<file path="src/design/bqrhd_pkg.sv">
// ----------------------------------------------------------------------------
// bqrhd_pkg: shared types and constants of the bounded queue
// Command and status codes, back-end states, config write bundle and the
// 16-bit Galois LFSR step used by the random drop.
// ----------------------------------------------------------------------------
`timescale 1ns / 1ps
`default_nettype none
package bqrhd_pkg;

   localparam int DEPTH_DEFAULT     = 16;
   localparam int TIME_BITS_DEFAULT = 48;

   localparam logic [4:0]  LIMIT_RESET = 5'd16;
   localparam logic [15:0] SEED_RESET  = 16'd1;
   localparam logic [15:0] LFSR_TAPS   = 16'hB400;

   // register indexes, decoded from address bit 2
   localparam logic REG_LIMIT = 1'b0;
   localparam logic REG_SEED  = 1'b1;

   // status codes
   localparam logic [2:0] ST_ACCEPTED = 3'd0;
   localparam logic [2:0] ST_FULL     = 3'd1;
   localparam logic [2:0] ST_DEQUEUED = 3'd2;
   localparam logic [2:0] ST_EMPTY    = 3'd3;
   localparam logic [2:0] ST_REMOVED  = 3'd4;

   typedef enum logic [1:0] {
      CMD_ENQ  = 2'd0,
      CMD_DEQ  = 2'd1,
      CMD_DROP = 2'd2
   } cmd_type;

   typedef enum logic [3:0] {
      BK_IDLE,
      BK_ENQ,
      BK_EMPTY,
      BK_DEQ_RD,
      BK_DEQ_EMIT,
      BK_DRAW,
      BK_MOD_WAIT,
      BK_WALK_RD,
      BK_WALK_CHK
   } back_state_type;

   // seed load request from the register block
   typedef struct packed {
      logic        seed_load;
      logic [15:0] seed;
   } seed_wr_type;

   // one Galois step: shift right, xor taps when a one falls out
   function automatic logic [15:0] lfsr_step(input logic [15:0] v);
      logic [15:0] s;
      s = v >> 1;
      if (v[0]) begin
         s = s ^ LFSR_TAPS;
      end
      return s;
   endfunction

endpackage
`default_nettype wire

</file>
<file path="src/design/bounded_queue_random_half_drop.sv">
// ----------------------------------------------------------------------------
// bounded_queue_random_half_drop: bounded queue with random half drop
// Front intake queue, back queue engine with entry memory, and the
// configuration registers behind an APB-style port.
// ----------------------------------------------------------------------------
// Drop half: each random draw uses the serial remainder unit, one bit per
// cycle, plus a redraw for each repeat; then every entry is walked through
// the memory read and write ports. Commands are carried out one at a time.
// Reset (synchronous): queue empty, limit 16, seed and generator 1.
`timescale 1ns / 1ps
`default_nettype none
module bounded_queue_random_half_drop #(
   parameter int DEPTH     = bqrhd_pkg::DEPTH_DEFAULT,
   parameter int TIME_BITS = bqrhd_pkg::TIME_BITS_DEFAULT
) (
   input  wire logic                 clock,
   input  wire logic                 reset,
   input  wire logic                 psel,
   input  wire logic                 penable,
   input  wire logic                 pwrite,
   input  wire logic [2:0]           paddr,
   input  wire logic [31:0]          pwdata,
   output logic [31:0]               prdata,
   output logic                      pready,
   input  wire logic                 req_valid,
   output logic                      req_ready,
   input  wire logic [1:0]           req_command,
   input  wire logic [15:0]          req_conn_id,
   input  wire logic [TIME_BITS-1:0] req_arrival_time,
   output logic                      rsp_valid,
   input  wire logic                 rsp_ready,
   output logic [2:0]                rsp_status,
   output logic [15:0]               rsp_out_conn,
   output logic [TIME_BITS-1:0]      rsp_out_time,
   output logic [3:0]                rsp_removed_count,
   output logic                      rsp_last
);
   import bqrhd_pkg::*;

   logic [4:0]           limit_ff, limit_in;
   logic [15:0]          seed_ff, seed_in;
   logic                 wr;
   seed_wr_type          seed_wr;
   logic                 q_valid, q_pop;
   logic [1:0]           q_cmd;
   logic [15:0]          q_conn;
   logic [TIME_BITS-1:0] q_time;

   // register write transfer
   assign pready = 1'b1;
   assign wr = psel && penable && pwrite && pready;

   always_comb begin
      limit_in = limit_ff;
      seed_in  = seed_ff;
      if (wr && paddr[2] == REG_LIMIT) begin
         limit_in = pwdata[4:0];
      end
      if (wr && paddr[2] == REG_SEED) begin
         seed_in = pwdata[15:0];
      end
   end

   always_ff @(posedge clock) begin
      if (reset) begin
         limit_ff <= LIMIT_RESET;
         seed_ff  <= SEED_RESET;
      end else begin
         limit_ff <= limit_in;
         seed_ff  <= seed_in;
      end
   end

   assign seed_wr.seed_load = wr && (paddr[2] == REG_SEED);
   assign seed_wr.seed      = pwdata[15:0];

   // register read
   assign prdata = (paddr[2] == REG_SEED) ? {16'd0, seed_ff} : {27'd0, limit_ff};

   bqrhd_front #(
      .TIME_BITS (TIME_BITS)
   ) u_front (
      .clock            (clock),
      .reset            (reset),
      .req_valid        (req_valid),
      .req_ready        (req_ready),
      .req_command      (req_command),
      .req_conn_id      (req_conn_id),
      .req_arrival_time (req_arrival_time),
      .q_valid          (q_valid),
      .q_pop            (q_pop),
      .q_cmd            (q_cmd),
      .q_conn           (q_conn),
      .q_time           (q_time)
   );

   bqrhd_back #(
      .DEPTH     (DEPTH),
      .TIME_BITS (TIME_BITS)
   ) u_back (
      .clock             (clock),
      .reset             (reset),
      .queue_limit       (limit_ff),
      .seed_wr           (seed_wr),
      .q_valid           (q_valid),
      .q_pop             (q_pop),
      .q_cmd             (q_cmd),
      .q_conn            (q_conn),
      .q_time            (q_time),
      .rsp_valid         (rsp_valid),
      .rsp_ready         (rsp_ready),
      .rsp_status        (rsp_status),
      .rsp_out_conn      (rsp_out_conn),
      .rsp_out_time      (rsp_out_time),
      .rsp_removed_count (rsp_removed_count),
      .rsp_last          (rsp_last)
   );

endmodule
`default_nettype wire

</file>
<file path="src/design/bqrhd_front.sv">
// ----------------------------------------------------------------------------
// bqrhd_front: request intake
// Accepts request transfers, discards the unused command code and keeps up
// to two commands in a small queue in front of the back end.
// ----------------------------------------------------------------------------
`timescale 1ns / 1ps
`default_nettype none
module bqrhd_front #(
   parameter int TIME_BITS = bqrhd_pkg::TIME_BITS_DEFAULT
) (
   input  wire logic                 clock,
   input  wire logic                 reset,
   input  wire logic                 req_valid,
   output logic                      req_ready,
   input  wire logic [1:0]           req_command,
   input  wire logic [15:0]          req_conn_id,
   input  wire logic [TIME_BITS-1:0] req_arrival_time,
   output logic                      q_valid,
   input  wire logic                 q_pop,
   output logic [1:0]                q_cmd,
   output logic [15:0]               q_conn,
   output logic [TIME_BITS-1:0]      q_time
);
   import bqrhd_pkg::*;

   logic [1:0]           count_ff, count_in;
   logic [1:0]           cmd_ff  [2];
   logic [15:0]          conn_ff [2];
   logic [TIME_BITS-1:0] time_ff [2];
   logic                 push;
   logic                 known;

   // classify: only the three defined commands enter the queue
   assign known = (req_command == CMD_ENQ) || (req_command == CMD_DEQ)
                  || (req_command == CMD_DROP);
   assign req_ready = (count_ff != 2'd2);
   assign push = req_valid && req_ready && known;

   assign q_valid = (count_ff != 2'd0);
   assign q_cmd   = cmd_ff[0];
   assign q_conn  = conn_ff[0];
   assign q_time  = time_ff[0];

   // occupancy of the queue
   always_comb begin
      count_in = count_ff;
      if (push && !q_pop) begin
         count_in = count_ff + 2'd1;
      end else if (!push && q_pop) begin
         count_in = count_ff - 2'd1;
      end
   end

   always_ff @(posedge clock) begin
      if (reset) begin
         count_ff <= 2'd0;
      end else begin
         count_ff <= count_in;
      end
   end

   // shifting entries, head in slot zero
   always_ff @(posedge clock) begin
      if (q_pop) begin
         cmd_ff[0]  <= cmd_ff[1];
         conn_ff[0] <= conn_ff[1];
         time_ff[0] <= time_ff[1];
      end
      if (push) begin
         if ((q_pop && count_ff == 2'd1) || count_ff == 2'd0) begin
            cmd_ff[0]  <= req_command;
            conn_ff[0] <= req_conn_id;
            time_ff[0] <= req_arrival_time;
         end else begin
            cmd_ff[1]  <= req_command;
            conn_ff[1] <= req_conn_id;
            time_ff[1] <= req_arrival_time;
         end
      end
   end

endmodule
`default_nettype wire

</file>
<file path="src/design/bqrhd_mod.sv">
// ----------------------------------------------------------------------------
// bqrhd_mod: serial remainder unit
// Restoring remainder of a 16-bit value by the occupancy, one dividend bit
// per cycle; done pulses with the remainder after sixteen steps.
// ----------------------------------------------------------------------------
`timescale 1ns / 1ps
`default_nettype none
module bqrhd_mod #(
   parameter int OW = 5
) (
   input  wire logic          clock,
   input  wire logic          reset,
   input  wire logic          start,
   input  wire logic [15:0]   dividend,
   input  wire logic [OW-1:0] divisor,
   output logic               done,
   output logic [OW-1:0]      remainder
);
   import bqrhd_pkg::*;

   logic          busy_ff, busy_in;
   logic          done_ff, done_in;
   logic [3:0]    step_ff, step_in;
   logic [15:0]   dvd_ff, dvd_in;
   logic [OW-1:0] rem_ff, rem_in;
   logic [OW-1:0] div_ff, div_in;
   logic [OW:0]   trial;

   assign trial = {rem_ff, dvd_ff[15]};

   // one shift and conditional subtract per cycle
   always_comb begin
      busy_in = busy_ff;
      done_in = 1'b0;
      step_in = step_ff;
      dvd_in  = dvd_ff;
      rem_in  = rem_ff;
      div_in  = div_ff;
      if (start) begin
         busy_in = 1'b1;
         step_in = 4'd0;
         dvd_in  = dividend;
         rem_in  = '0;
         div_in  = divisor;
      end else if (busy_ff) begin
         dvd_in = dvd_ff << 1;
         if (trial >= {1'b0, div_ff}) begin
            rem_in = OW'(trial - {1'b0, div_ff});
         end else begin
            rem_in = OW'(trial);
         end
         step_in = step_ff + 4'd1;
         if (step_ff == 4'd15) begin
            busy_in = 1'b0;
            done_in = 1'b1;
         end
      end
   end

   always_ff @(posedge clock) begin
      if (reset) begin
         busy_ff <= 1'b0;
         done_ff <= 1'b0;
         step_ff <= 4'd0;
      end else begin
         busy_ff <= busy_in;
         done_ff <= done_in;
         step_ff <= step_in;
      end
   end

   always_ff @(posedge clock) begin
      dvd_ff <= dvd_in;
      rem_ff <= rem_in;
      div_ff <= div_in;
   end

   assign done      = done_ff;
   assign remainder = rem_ff;

endmodule
`default_nettype wire

</file>
<file path="src/design/bqrhd_back.sv">
// ----------------------------------------------------------------------------
// bqrhd_back: queue engine
// Holds the entry memory and the circular queue state, carries out enqueue,
// dequeue and random half drop, and drives the result register.
// ----------------------------------------------------------------------------
`timescale 1ns / 1ps
`default_nettype none
module bqrhd_back #(
   parameter int DEPTH     = bqrhd_pkg::DEPTH_DEFAULT,
   parameter int TIME_BITS = bqrhd_pkg::TIME_BITS_DEFAULT
) (
   input  wire logic                     clock,
   input  wire logic                     reset,
   input  wire logic [4:0]               queue_limit,
   input  wire bqrhd_pkg::seed_wr_type   seed_wr,
   input  wire logic                     q_valid,
   output logic                          q_pop,
   input  wire logic [1:0]               q_cmd,
   input  wire logic [15:0]              q_conn,
   input  wire logic [TIME_BITS-1:0]     q_time,
   output logic                          rsp_valid,
   input  wire logic                     rsp_ready,
   output logic [2:0]                    rsp_status,
   output logic [15:0]                   rsp_out_conn,
   output logic [TIME_BITS-1:0]          rsp_out_time,
   output logic [3:0]                    rsp_removed_count,
   output logic                          rsp_last
);
   import bqrhd_pkg::*;

   localparam int IW = (DEPTH > 1) ? $clog2(DEPTH) : 1;
   localparam int OW = $clog2(DEPTH + 1);
   localparam int LW = (OW > 5) ? OW : 5;

   back_state_type state_ff, state_in;

   logic [OW-1:0]        occ_ff, occ_in;
   logic [IW-1:0]        head_ff, head_in;
   logic [15:0]          lfsr_ff, lfsr_in;
   logic [DEPTH-1:0]     mask_ff, mask_in;
   logic [OW-1:0]        n_ff, n_in;
   logic [OW-1:0]        cnt_ff, cnt_in;
   logic [OW-1:0]        p_ff, p_in;
   logic [OW-1:0]        w_ff, w_in;
   logic [OW-1:0]        k_ff, k_in;
   logic [15:0]          conn_ff, conn_in;
   logic [TIME_BITS-1:0] time_ff, time_in;

   logic                 ov_ff, ov_in;
   logic [2:0]           ost_ff, ost_in;
   logic [15:0]          oconn_ff, oconn_in;
   logic [TIME_BITS-1:0] otime_ff, otime_in;
   logic [3:0]           ocnt_ff, ocnt_in;
   logic                 olast_ff, olast_in;

   logic [15:0]          conn_mem [DEPTH];
   logic [TIME_BITS-1:0] time_mem [DEPTH];
   logic [15:0]          rd_conn_ff;
   logic [TIME_BITS-1:0] rd_time_ff;
   logic                 mem_we, rd_en;
   logic [IW-1:0]        mem_waddr, rd_addr;
   logic [15:0]          mem_wconn;
   logic [TIME_BITS-1:0] mem_wtime;

   logic                 out_free;
   logic                 full;
   logic                 mod_start, mod_done;
   logic [OW-1:0]        mod_rem;
   logic [IW-1:0]        draw;
   logic [IW-1:0]        slot_p, slot_w, slot_occ, slot_one;
   logic [OW:0]          occ_plus;
   logic                 keep;
   logic                 walk_end;

   // queue position to memory slot, one compare and subtract
   function automatic logic [IW-1:0] slot_of(input logic [IW-1:0] head,
                                             input logic [OW-1:0] pos);
      logic [IW:0] s;
      s = {1'b0, head} + (IW+1)'(pos);
      if (s >= (IW+1)'(DEPTH)) begin
         s = s - (IW+1)'(DEPTH);
      end
      return IW'(s);
   endfunction

   assign slot_p   = slot_of(head_ff, p_ff);
   assign slot_w   = slot_of(head_ff, w_ff);
   assign slot_occ = slot_of(head_ff, occ_ff);
   assign slot_one = slot_of(head_ff, OW'(1));
   assign occ_plus = {1'b0, occ_ff} + (OW+1)'(1);
   assign full     = (LW'(occ_ff) >= LW'(queue_limit)) || (occ_ff == OW'(DEPTH));
   assign out_free = !ov_ff || rsp_ready;
   assign draw     = IW'(mod_rem);
   assign keep     = !mask_ff[p_ff[IW-1:0]];
   assign walk_end = ((p_ff + OW'(1)) == occ_ff);

   bqrhd_mod #(
      .OW (OW)
   ) u_mod (
      .clock     (clock),
      .reset     (reset),
      .start     (mod_start),
      .dividend  (lfsr_step(lfsr_ff)),
      .divisor   (occ_ff),
      .done      (mod_done),
      .remainder (mod_rem)
   );

   // next state
   always_comb begin
      state_in = state_ff;
      unique case (state_ff)
         BK_IDLE: begin
            if (q_valid) begin
               priority case (q_cmd)
                  CMD_ENQ:  state_in = BK_ENQ;
                  CMD_DEQ:  state_in = (occ_ff == '0) ? BK_EMPTY : BK_DEQ_RD;
                  CMD_DROP: state_in = (occ_ff == '0) ? BK_EMPTY : BK_DRAW;
                  default:  state_in = BK_IDLE;
               endcase
            end
         end
         BK_ENQ, BK_EMPTY, BK_DEQ_EMIT: begin
            if (out_free) begin
               state_in = BK_IDLE;
            end
         end
         BK_DEQ_RD:  state_in = BK_DEQ_EMIT;
         BK_DRAW:    state_in = BK_MOD_WAIT;
         BK_MOD_WAIT: begin
            if (mod_done) begin
               if (mask_ff[draw] || ((cnt_ff + OW'(1)) != n_ff)) begin
                  state_in = BK_DRAW;
               end else begin
                  state_in = BK_WALK_RD;
               end
            end
         end
         BK_WALK_RD: state_in = BK_WALK_CHK;
         BK_WALK_CHK: begin
            if (keep || out_free) begin
               state_in = walk_end ? BK_IDLE : BK_WALK_RD;
            end
         end
         default: state_in = BK_IDLE;
      endcase
   end

   // datapath and outputs per state
   always_comb begin
      occ_in    = occ_ff;
      head_in   = head_ff;
      lfsr_in   = lfsr_ff;
      mask_in   = mask_ff;
      n_in      = n_ff;
      cnt_in    = cnt_ff;
      p_in      = p_ff;
      w_in      = w_ff;
      k_in      = k_ff;
      conn_in   = conn_ff;
      time_in   = time_ff;
      q_pop     = 1'b0;
      mem_we    = 1'b0;
      mem_waddr = slot_w;
      mem_wconn = rd_conn_ff;
      mem_wtime = rd_time_ff;
      rd_en     = 1'b0;
      rd_addr   = slot_p;
      mod_start = 1'b0;
      ov_in     = ov_ff && !rsp_ready;
      ost_in    = ost_ff;
      oconn_in  = oconn_ff;
      otime_in  = otime_ff;
      ocnt_in   = ocnt_ff;
      olast_in  = olast_ff;
      unique case (state_ff)
         BK_IDLE: begin
            if (q_valid) begin
               q_pop   = 1'b1;
               conn_in = q_conn;
               time_in = q_time;
               n_in    = OW'(occ_plus >> 1);
               cnt_in  = '0;
               mask_in = '0;
            end
         end
         BK_ENQ: begin
            if (out_free) begin
               ov_in    = 1'b1;
               oconn_in = '0;
               otime_in = '0;
               ocnt_in  = 4'd0;
               olast_in = 1'b1;
               if (full) begin
                  ost_in = ST_FULL;
               end else begin
                  ost_in    = ST_ACCEPTED;
                  mem_we    = 1'b1;
                  mem_waddr = slot_occ;
                  mem_wconn = conn_ff;
                  mem_wtime = time_ff;
                  occ_in    = occ_ff + OW'(1);
               end
            end
         end
         BK_EMPTY: begin
            if (out_free) begin
               ov_in    = 1'b1;
               ost_in   = ST_EMPTY;
               oconn_in = '0;
               otime_in = '0;
               ocnt_in  = 4'd0;
               olast_in = 1'b1;
            end
         end
         BK_DEQ_RD: begin
            rd_en   = 1'b1;
            rd_addr = head_ff;
         end
         BK_DEQ_EMIT: begin
            if (out_free) begin
               ov_in    = 1'b1;
               ost_in   = ST_DEQUEUED;
               oconn_in = rd_conn_ff;
               otime_in = rd_time_ff;
               ocnt_in  = 4'd0;
               olast_in = 1'b1;
               head_in  = slot_one;
               occ_in   = occ_ff - OW'(1);
            end
         end
         BK_DRAW: begin
            lfsr_in   = lfsr_step(lfsr_ff);
            mod_start = 1'b1;
         end
         BK_MOD_WAIT: begin
            if (mod_done && !mask_ff[draw]) begin
               mask_in[draw] = 1'b1;
               cnt_in = cnt_ff + OW'(1);
               p_in   = '0;
               w_in   = '0;
               k_in   = '0;
            end
         end
         BK_WALK_RD: begin
            rd_en   = 1'b1;
            rd_addr = slot_p;
         end
         BK_WALK_CHK: begin
            if (keep || out_free) begin
               if (keep) begin
                  mem_we = 1'b1;
                  w_in   = w_ff + OW'(1);
               end else begin
                  ov_in    = 1'b1;
                  ost_in   = ST_REMOVED;
                  oconn_in = rd_conn_ff;
                  otime_in = rd_time_ff;
                  if ((k_ff + OW'(1)) == n_ff) begin
                     ocnt_in  = 4'(n_ff);
                     olast_in = 1'b1;
                  end else begin
                     ocnt_in  = 4'd0;
                     olast_in = 1'b0;
                  end
                  k_in = k_ff + OW'(1);
               end
               p_in = p_ff + OW'(1);
               if (walk_end) begin
                  occ_in  = keep ? (w_ff + OW'(1)) : w_ff;
                  mask_in = '0;
               end
            end
         end
         default: begin
            mask_in = mask_ff;
         end
      endcase
      // seed write overrides the generator
      if (seed_wr.seed_load) begin
         lfsr_in = (seed_wr.seed == 16'd0) ? SEED_RESET : seed_wr.seed;
      end
   end

   // control registers
   always_ff @(posedge clock) begin
      if (reset) begin
         state_ff <= BK_IDLE;
         occ_ff   <= '0;
         head_ff  <= '0;
         lfsr_ff  <= SEED_RESET;
         mask_ff  <= '0;
         ov_ff    <= 1'b0;
      end else begin
         state_ff <= state_in;
         occ_ff   <= occ_in;
         head_ff  <= head_in;
         lfsr_ff  <= lfsr_in;
         mask_ff  <= mask_in;
         ov_ff    <= ov_in;
      end
   end

   // payload and counters
   always_ff @(posedge clock) begin
      n_ff     <= n_in;
      cnt_ff   <= cnt_in;
      p_ff     <= p_in;
      w_ff     <= w_in;
      k_ff     <= k_in;
      conn_ff  <= conn_in;
      time_ff  <= time_in;
      ost_ff   <= ost_in;
      oconn_ff <= oconn_in;
      otime_ff <= otime_in;
      ocnt_ff  <= ocnt_in;
      olast_ff <= olast_in;
   end

   // entry memory, one write and one registered read port
   always_ff @(posedge clock) begin
      if (mem_we) begin
         conn_mem[mem_waddr] <= mem_wconn;
         time_mem[mem_waddr] <= mem_wtime;
      end
      if (rd_en) begin
         rd_conn_ff <= conn_mem[rd_addr];
         rd_time_ff <= time_mem[rd_addr];
      end
   end

   assign rsp_valid         = ov_ff;
   assign rsp_status        = ost_ff;
   assign rsp_out_conn      = oconn_ff;
   assign rsp_out_time      = otime_ff;
   assign rsp_removed_count = ocnt_ff;
   assign rsp_last          = olast_ff;

   // occupancy stays within the memory
   a_occ_bound: assert property (@(posedge clock) disable iff (reset)
      occ_ff <= OW'(DEPTH))
      else $error("occupancy above depth");

   // chosen mask is clear between drops
   a_mask_idle: assert property (@(posedge clock) disable iff (reset)
      (state_ff == BK_IDLE) |-> (mask_ff == '0))
      else $error("chosen mask not cleared");

   // no more removals than the drop asked for
   a_walk_count: assert property (@(posedge clock) disable iff (reset)
      (state_ff == BK_WALK_CHK) |-> (k_ff <= n_ff))
      else $error("too many removals");

   // remainder only arrives while a draw is pending
   a_mod_done: assert property (@(posedge clock) disable iff (reset)
      mod_done |-> (state_ff == BK_MOD_WAIT))
      else $error("unexpected remainder");

endmodule
`default_nettype wire

</file>
<file path="config.mk">
export PLATFORM = sky130hd
export DESIGN_NAME = bounded_queue_random_half_drop
export DESIGN_NICKNAME = d
export VERILOG_FILES = /design/src/design/bqrhd_pkg.sv /design/src/design/bounded_queue_random_half_drop.sv /design/src/design/bqrhd_front.sv /design/src/design/bqrhd_mod.sv /design/src/design/bqrhd_back.sv
export SDC_FILE = /design/constraint.sdc
export NUM_CORES = 2
export LEC_CHECK = 0
export BUFFER_PORTS_ARGS = -buffer_cell sky130_fd_sc_hd__buf_4
export CORE_MARGIN = 2
export CORE_UTILIZATION = 56
export CTS_CLUSTER_SIZE = 16
export DETAILED_ROUTE_END_ITERATION = 12
export PLACE_DENSITY = 0.73
export SLEW_MARGIN = 5
export SYNTH_ARGS = -nofsm -noshare
export SYNTH_HDL_FRONTEND = slang
export SYNTH_SLANG_ARGS = --single-unit
</file>
<file path="constraint.sdc">
create_clock -name clock -period 9.6 [get_ports clock]
set_input_delay 1.44 -clock clock [delete_from_list [all_inputs] [get_ports clock]]
set_output_delay 1.44 -clock clock [all_outputs]
set_load 0.05 [all_outputs]
</file>
# Yosys cells after proc, flatten, opt, wreduce, memory -nomap -nowiden
# Memories as Yosys holds them, arrays and structs flattened. A register that Yosys moved wholly into a read port is not among the register bits.
# Index checks and enable logic that the tools add are counted.
[op_classes]
n_eq_ne = 31
magnitude_cmp = 9
muxes = 119
bitwise = 7
reduce_logical = 58
addsub = 19
[ops]
columns = ["op", "count"]
rows = [
  ["48-bit two-way mux", 8],
  ["16-bit two-way mux", 19],
  ["48-bit case mux with 3 select lines", 1],
  ["16-bit case mux with 3 select lines", 2],
  ["5-bit two-way mux", 14],
  ["4-bit two-way mux", 15],
  ["5-bit case mux with 2 select lines", 4],
  ["1-bit two-way mux", 34],
  ["4-bit case mux with 7 select lines", 1],
  ["5-bit by 1-bit adder with 5-bit output, second input constant", 5],
  ["3-bit two-way mux", 7],
  ["5-bit >= comparator, second input constant", 4],
  ["2-bit by 1-bit inequality test with 1-bit output, second input constant", 9],
  ["4-bit by 3-bit == test with 1-bit output, second input constant", 4],
  ["16-bit zero test", 1],
  ["16-bit OR", 1],
  ["4-bit by 1-bit subtractor with 4-bit output, second input constant", 4],
  ["4-bit by 5-bit adder with 5-bit output", 3],
  ["5-bit case mux with 3 select lines", 1],
  ["2-bit nonzero test", 7],
  ["1-bit logical AND", 12],
  ["3-bit case mux with 4 select lines", 1],
  ["4-bit case mux with 3 select lines", 1],
  ["4-bit AND reduction", 3],
  ["other kinds (41)", 82],
]
[word_totals]
wordCells = 273
mem_bits_rw = 1156
memories = 5
in_bits = 108
ff_bits = 198
[memory_table]
columns = ["name", "depth", "width", "rd", "rd_clocked_by_memory_dff", "wr", "line_no", "rtl"]
rows = [
  ["u_back.time_mem", 16, 48, 1, 1, 1, "bqrhd_back.sv:57", "logic [TIME_BITS-1:0] time_mem [DEPTH];"],
  ["u_back.conn_mem", 16, 16, 1, 1, 1, "bqrhd_back.sv:56", "logic [15:0] conn_mem [DEPTH];"],
  ["u_front.time_ff", 2, 48, 2, 1, 2, "bqrhd_front.sv:29", "logic [TIME_BITS-1:0] time_ff [2];"],
  ["u_front.conn_ff", 2, 16, 2, 1, 2, "bqrhd_front.sv:28", "logic [15:0] conn_ff [2];"],
  ["u_front.cmd_ff", 2, 2, 2, 0, 2, "bqrhd_front.sv:27", "logic [1:0] cmd_ff [2];"],
]

# Longest topological paths before layout
[logic_depth]
word_depth = 9
mapped_depth = 12

# Cells and area by module
# A second synthesis with hierarchy kept.
[unflattened]
hier_cells = 3043
area_unflattened_um2 = 59194.3
[by_module_without_submodules]
columns = ["mod", "cells_per_inst", "n_inst", "seq_area_each_um2", "area_each_um2"]
rows = [
  ["bqrhd_back", 2506, 1, 38426.9, 50778.7],
  ["bqrhd_front", 302, 1, 4003.8, 5720.5],
  ["bqrhd_mod", 108, 1, 850.8, 1466.4],
  ["bounded_queue_random_half_drop", 127, 1, 420.4, 1228.7],
]

# Worst setup path before layout
# No wires, ideal clock.
[synth_timing]
path_kind = "input -> register"
startpoint = "in rsp_ready"
endpoint = "mem u_back.conn_mem[1][0], enable pin"
path_buffers = 1
path_slack_ns = 1.971
arrival_ns = 7.064
stages = 6
required_time_ns = 9.035
cell_sequence = "nand2b_1 > nand3_1 > nor2_1 > buf_2 > o21ai_0 > nor3_1"
[synth_via]
elab_chain_len = 6
elab_cells_between_ends = 9
classes_between = "mux: 7; reduce/logical: 2"
[synth_rtl]
columns = ["element", "line_no", "rtl"]
rows = [
  ["from (decl)", "bounded_queue_random_half_drop.sv:31", "input wire logic rsp_ready,"],
  ["1-bit logical OR *", "bqrhd_back.sv:92", "assign out_free = !ov_ff || rsp_ready;"],
  ["1-bit logical OR", "bqrhd_back.sv:250", "if (keep || out_free) begin"],
  ["1-bit two-way mux", "bqrhd_back.sv:250", ""],
  ["1-bit case mux with 2 select lines", "bqrhd_back.sv:176", "unique case (state_ff)"],
  ["1-bit two-way mux", "bqrhd_back.sv:322", "if (mem_we) begin"],
  ["1-bit two-way mux (implied by the code)", "bqrhd_back.sv:323", "conn_mem[mem_waddr] <= mem_wconn;"],
  ["to (decl)", "bqrhd_back.sv:56", ""],
]
# Mark *: on every way between the ends. The rest lies on a longest branch, timed or not.

# Worst setup path in the final report
[layout_timing]
startpoint = "reg u_back.occ_ff[2]"
endpoint = "mem u_back.conn_mem[2][6], enable pin"
[layout_via]
elab_chain_len = 7
elab_cells_between_ends = 15
classes_between = "add/sub: 2; order compare: 2; eq/ne: 1; mux: 9; reduce/logical: 1"
[layout_rtl]
columns = ["element", "line_no", "rtl"]
rows = [
  ["from (decl)", "bqrhd_back.sv:37", "logic [OW-1:0] occ_ff, occ_in;"],
  ["from (signal assigned)", "bqrhd_back.sv:296", "occ_ff <= occ_in;"],
  ["branches (longest 7 deep; another with 4-bit by 5-bit adder with 5-bit output)", "--", ""],
]
# Parallel ways; which one is timed is not known.

==> reports/summary.txt <==
status: finished clean
Core Region: 103300 sq um
Storage cell area: 43700 sq um
Worst Tran Pin Value: 1.355 ns
clock buffer depth: 3
largest cells by area after synthesis: edfxtp_1, mux4_2, mux2i_1, dfxtp_1, mux2_2
Final Core Density: 0.6374
initial core utilization: 0.5635
initial antenna violation count: 1
number of distinct library cells after synthesis: 66
Die W: 326.5 um
initial drt markers: 3321
Pre-antenna DRT Iters: 5
leak pwr: 22.19 nW
yosys warns: 0
maximum vdd drop: 0.0002289 V
Placed Area: 61110 sq um
Post-synth top flop: edfxtp_1
Slew Limit Fails: 0
setup slack after layout: 4.177 ns
FF-to-FF path depth: 9
row count: 118
hold path endpoint: u_back.time_ff[37]$_DFFE_PP_
CP Cell Sequence: ha_1 -> a21o_1 -> a31oi_1 -> o211ai_1 -> nor2_4 -> o21ai_0 -> nor3_2 -> buf_4 -> buf_4
worst relative slew slack: 0.08733
nets@finish: 3331
compound-gate portion of the synthesized area: 0.01598
pre-CTS setup slack: 3.896 ns
setup TNS: 0 ns
Clock transition at path regs: 0.06 ns
vias per inst: 6.098
Final period util: 0.5649
R2R setup slack: 4.18 ns
Cells after Synth: 2945
overall routing resource usage: 0.2329
DP HPWL: 64650 um
Max Freq: 184.4 MHz
DR WL/cell: 26.37 um
PortBufs: 179
first-pass GRT wire length: 184600 um
die footprint: 106600 sq um
multi-input logic area: 13760 sq um
Die Y: 326.5 um
xor-xnor portion of the synthesized cell area: 0.008120
PostCTS Resize Cnt: 0
Layout area overhead: 13.11%
DRC: 0
clock skew: 0.02730 ns
layout cells sized above 1: 0.2653
Worst path most repeated cell: buf_4
Yosys top cell area share: 0.7229
pin count of the biggest net entering global routing: 186
CP Capture Type: flip-flop
synthesized flop and latch total: 1482
Hold WC Path Type: reg -> reg
CTS root buffer: clkbuf_16
final setup fails: 0
Worst Path Buf+Inv: 2
Pwr Density: 273.1 nW/um^2
WHS Path Cells: 0
Skew-Pair Late Insertion Delay: 0.74 ns
kind of critical path: reg -> reg
delay-heaviest family, CP: compound AO/OA/AOI/OAI gates
Synth async-reset ratio: 0
RSZ-0062 raised after global routing: false
GR Overflow Total: 0
Critical Path AT: 5.78 ns
hold_buf cts: 0
Crit Reg-Reg Endpoint: u_back.conn_mem[2][6]$_DFFE_PP_
FILL cells: 6877
CTS H-tree depth: 4
largest family of logic cells by synthesized area: multiplexers
synthesized area per cell: 19.78 sq um
Detailed Route WL: 123400 um
post-synth top area cell: edfxtp_1
Worst Path Max Fanout: 41
Post-Synth Adder-Cell Area: 0.009195
EDFF count, synth: 1402
routability congestion estimate: 0.8295
final hold violations: 0
CTS tree: yes
Max Cap Viol: 0
clock sinks: 1482
number of setup buffers added after CTS: 0
Final min period: 5.423 ns
CTS Buf Count: 147
antenna viol nets, final: 0
Synth Cell Area: 58240 sq um
vias in the first global route: 29512
design area: 65880 sq um
antenna cell count: 0
multiplexer share of the synthesized area: 0.1641
Via Count: 28525
simple-gate area share of the yosys netlist: 0.03515
Slowest-stage cell, CP: nor2_4
Crit path required time: 9.95 ns
R2R Path Start: u_back.occ_ff[2]$_SDFFE_PP0P_
Top Ports: 215
Worst Hold Launch: u_front.time_ff[0][37]$_DFFE_PP_
share of the yosys chip area belonging to registers: 0.7503
slowest stage delay, CP: 0.86 ns
critical path startpoint category: flip-flop
[worst max-delay path by stage]
stage                                        startpoint                           endpoint  slack (ns)  depth (start not counted)
final                     u_back.occ_ff[2]$_SDFFE_PP0P_    u_back.conn_mem[2][6]$_DFFE_PP_        4.18                          9
after global routing      u_back.occ_ff[2]$_SDFFE_PP0P_   u_back.conn_mem[2][11]$_DFFE_PP_        4.02                          9
after CTS                 u_back.occ_ff[2]$_SDFFE_PP0P_   u_back.time_mem[2][11]$_DFFE_PP_        4.15                          9
after detailed placement                      rsp_ready    u_back.conn_mem[2][6]$_DFFE_PP_        3.90                          8
after floorplan                               rsp_ready    u_back.conn_mem[1][0]$_DFFE_PP_        1.97                          6
after global placement                        rsp_ready  u_back.time_mem[13][39]$_DFFE_PP_        4.13                          9
[synth_stat cells, types with 29 or more instances]
library cell and n:
dfxtp_1 80, nor2_1 75, clkbuf_1 63, mux2_2 136, mux2i_1 210, nor3_1 30
buf_4 47, nor2b_1 75, ha_1 34, a21oi_1 61, mux4_2 262, nand2_1 147
xnor2_1 29, buf_2 38, inv_1 37, edfxtp_1 1402
[worst register-to-register path, stage by stage (launching register included)]
cell and delay [ns]:
dfxtp_1 0.73, ha_1 0.38, a21o_1 0.19, a31oi_1 0.16, o211ai_1 0.28, nor2_4 0.86, o21ai_0 0.74, nor3_2 0.39
buf_4 0.48, buf_4 0.82
[per-layer routing]
metal  track usage  vias up  part of all wire
met2        0.3825     1153              0.50
li1              -    12211                 -
met1        0.3283    14954              0.41
met3       0.03795      207             0.071
met4       0.06422        0             0.021
met5             0        -                 0
[per-stage QoR]
step | power (mW) | instances | hold WS, ns
finish | 17.99 | 4678 | 0.3990
global route | 18.67 | 4678 | 0.4192
CTS | 18.14 | 4677 | 0.4026
detailed placement | 12.52 | 4414 | 0.4045
global placement | 12.38 | 4414 | 0.4025
floorplan | 11.38 | 2960 | 0.4003
[cells by family after synthesis]
kind of cell | after synthesis
flip-flops | 1482
multiplexers | 609
AND/OR/NAND/NOR | 419
buffers and inverters | 194
AO/OA/AOI/OAI | 145
XOR/XNOR | 54
adder cells (fa/ha/maj) | 40
other | 2
[power by group]
part           internal (mW)  switching, mW
Combinational           1.35           2.43
Clock                   3.28           2.35
Sequential              8.29          0.287
[cell usage in the layout (no fill, tap or decap), types with 18 or more instances in the layout]
master     instances
nor2b_1           74
mux2_2           136
and2_1            19
mux4_2           262
clkbuf_16        152
clkinv_2          31
edfxtp_1        1402
xnor2_1           28
a21oi_1           60
ha_1              34
nand3_1           18
buf_4            227
nand2_1          147
inv_1             36
clkbuf_1          20
clkinv_1          35
dfxtp_1           80
xor2_1            25
mux2i_1          209
o21a_1            18
nor2_1            72
[final cells by class]
type / instances / share of cell area
Clock buffer: 173 / 0.05909
Clock inverter: 90 / 0.01301
Inverter: 37 / 0.002127
Multi-Input combinational cell: 1284 / 0.2089
Sequential cell: 1482 / 0.6634
Tap cell: 1380 / 0.02621
Timing Repair Buffer: 232 / 0.02731
[sequential cells by signal, indices dropped and copies added (netlist names), 32 cells and up]
register,cells
u_back.time_mem,768
u_back.conn_mem,256
u_front.time_ff,96
u_back.rd_time_ff,48
u_back.rsp_out_time,48
u_back.time_ff,48
u_front.conn_ff,32
(Power assumes the default switching activity.)
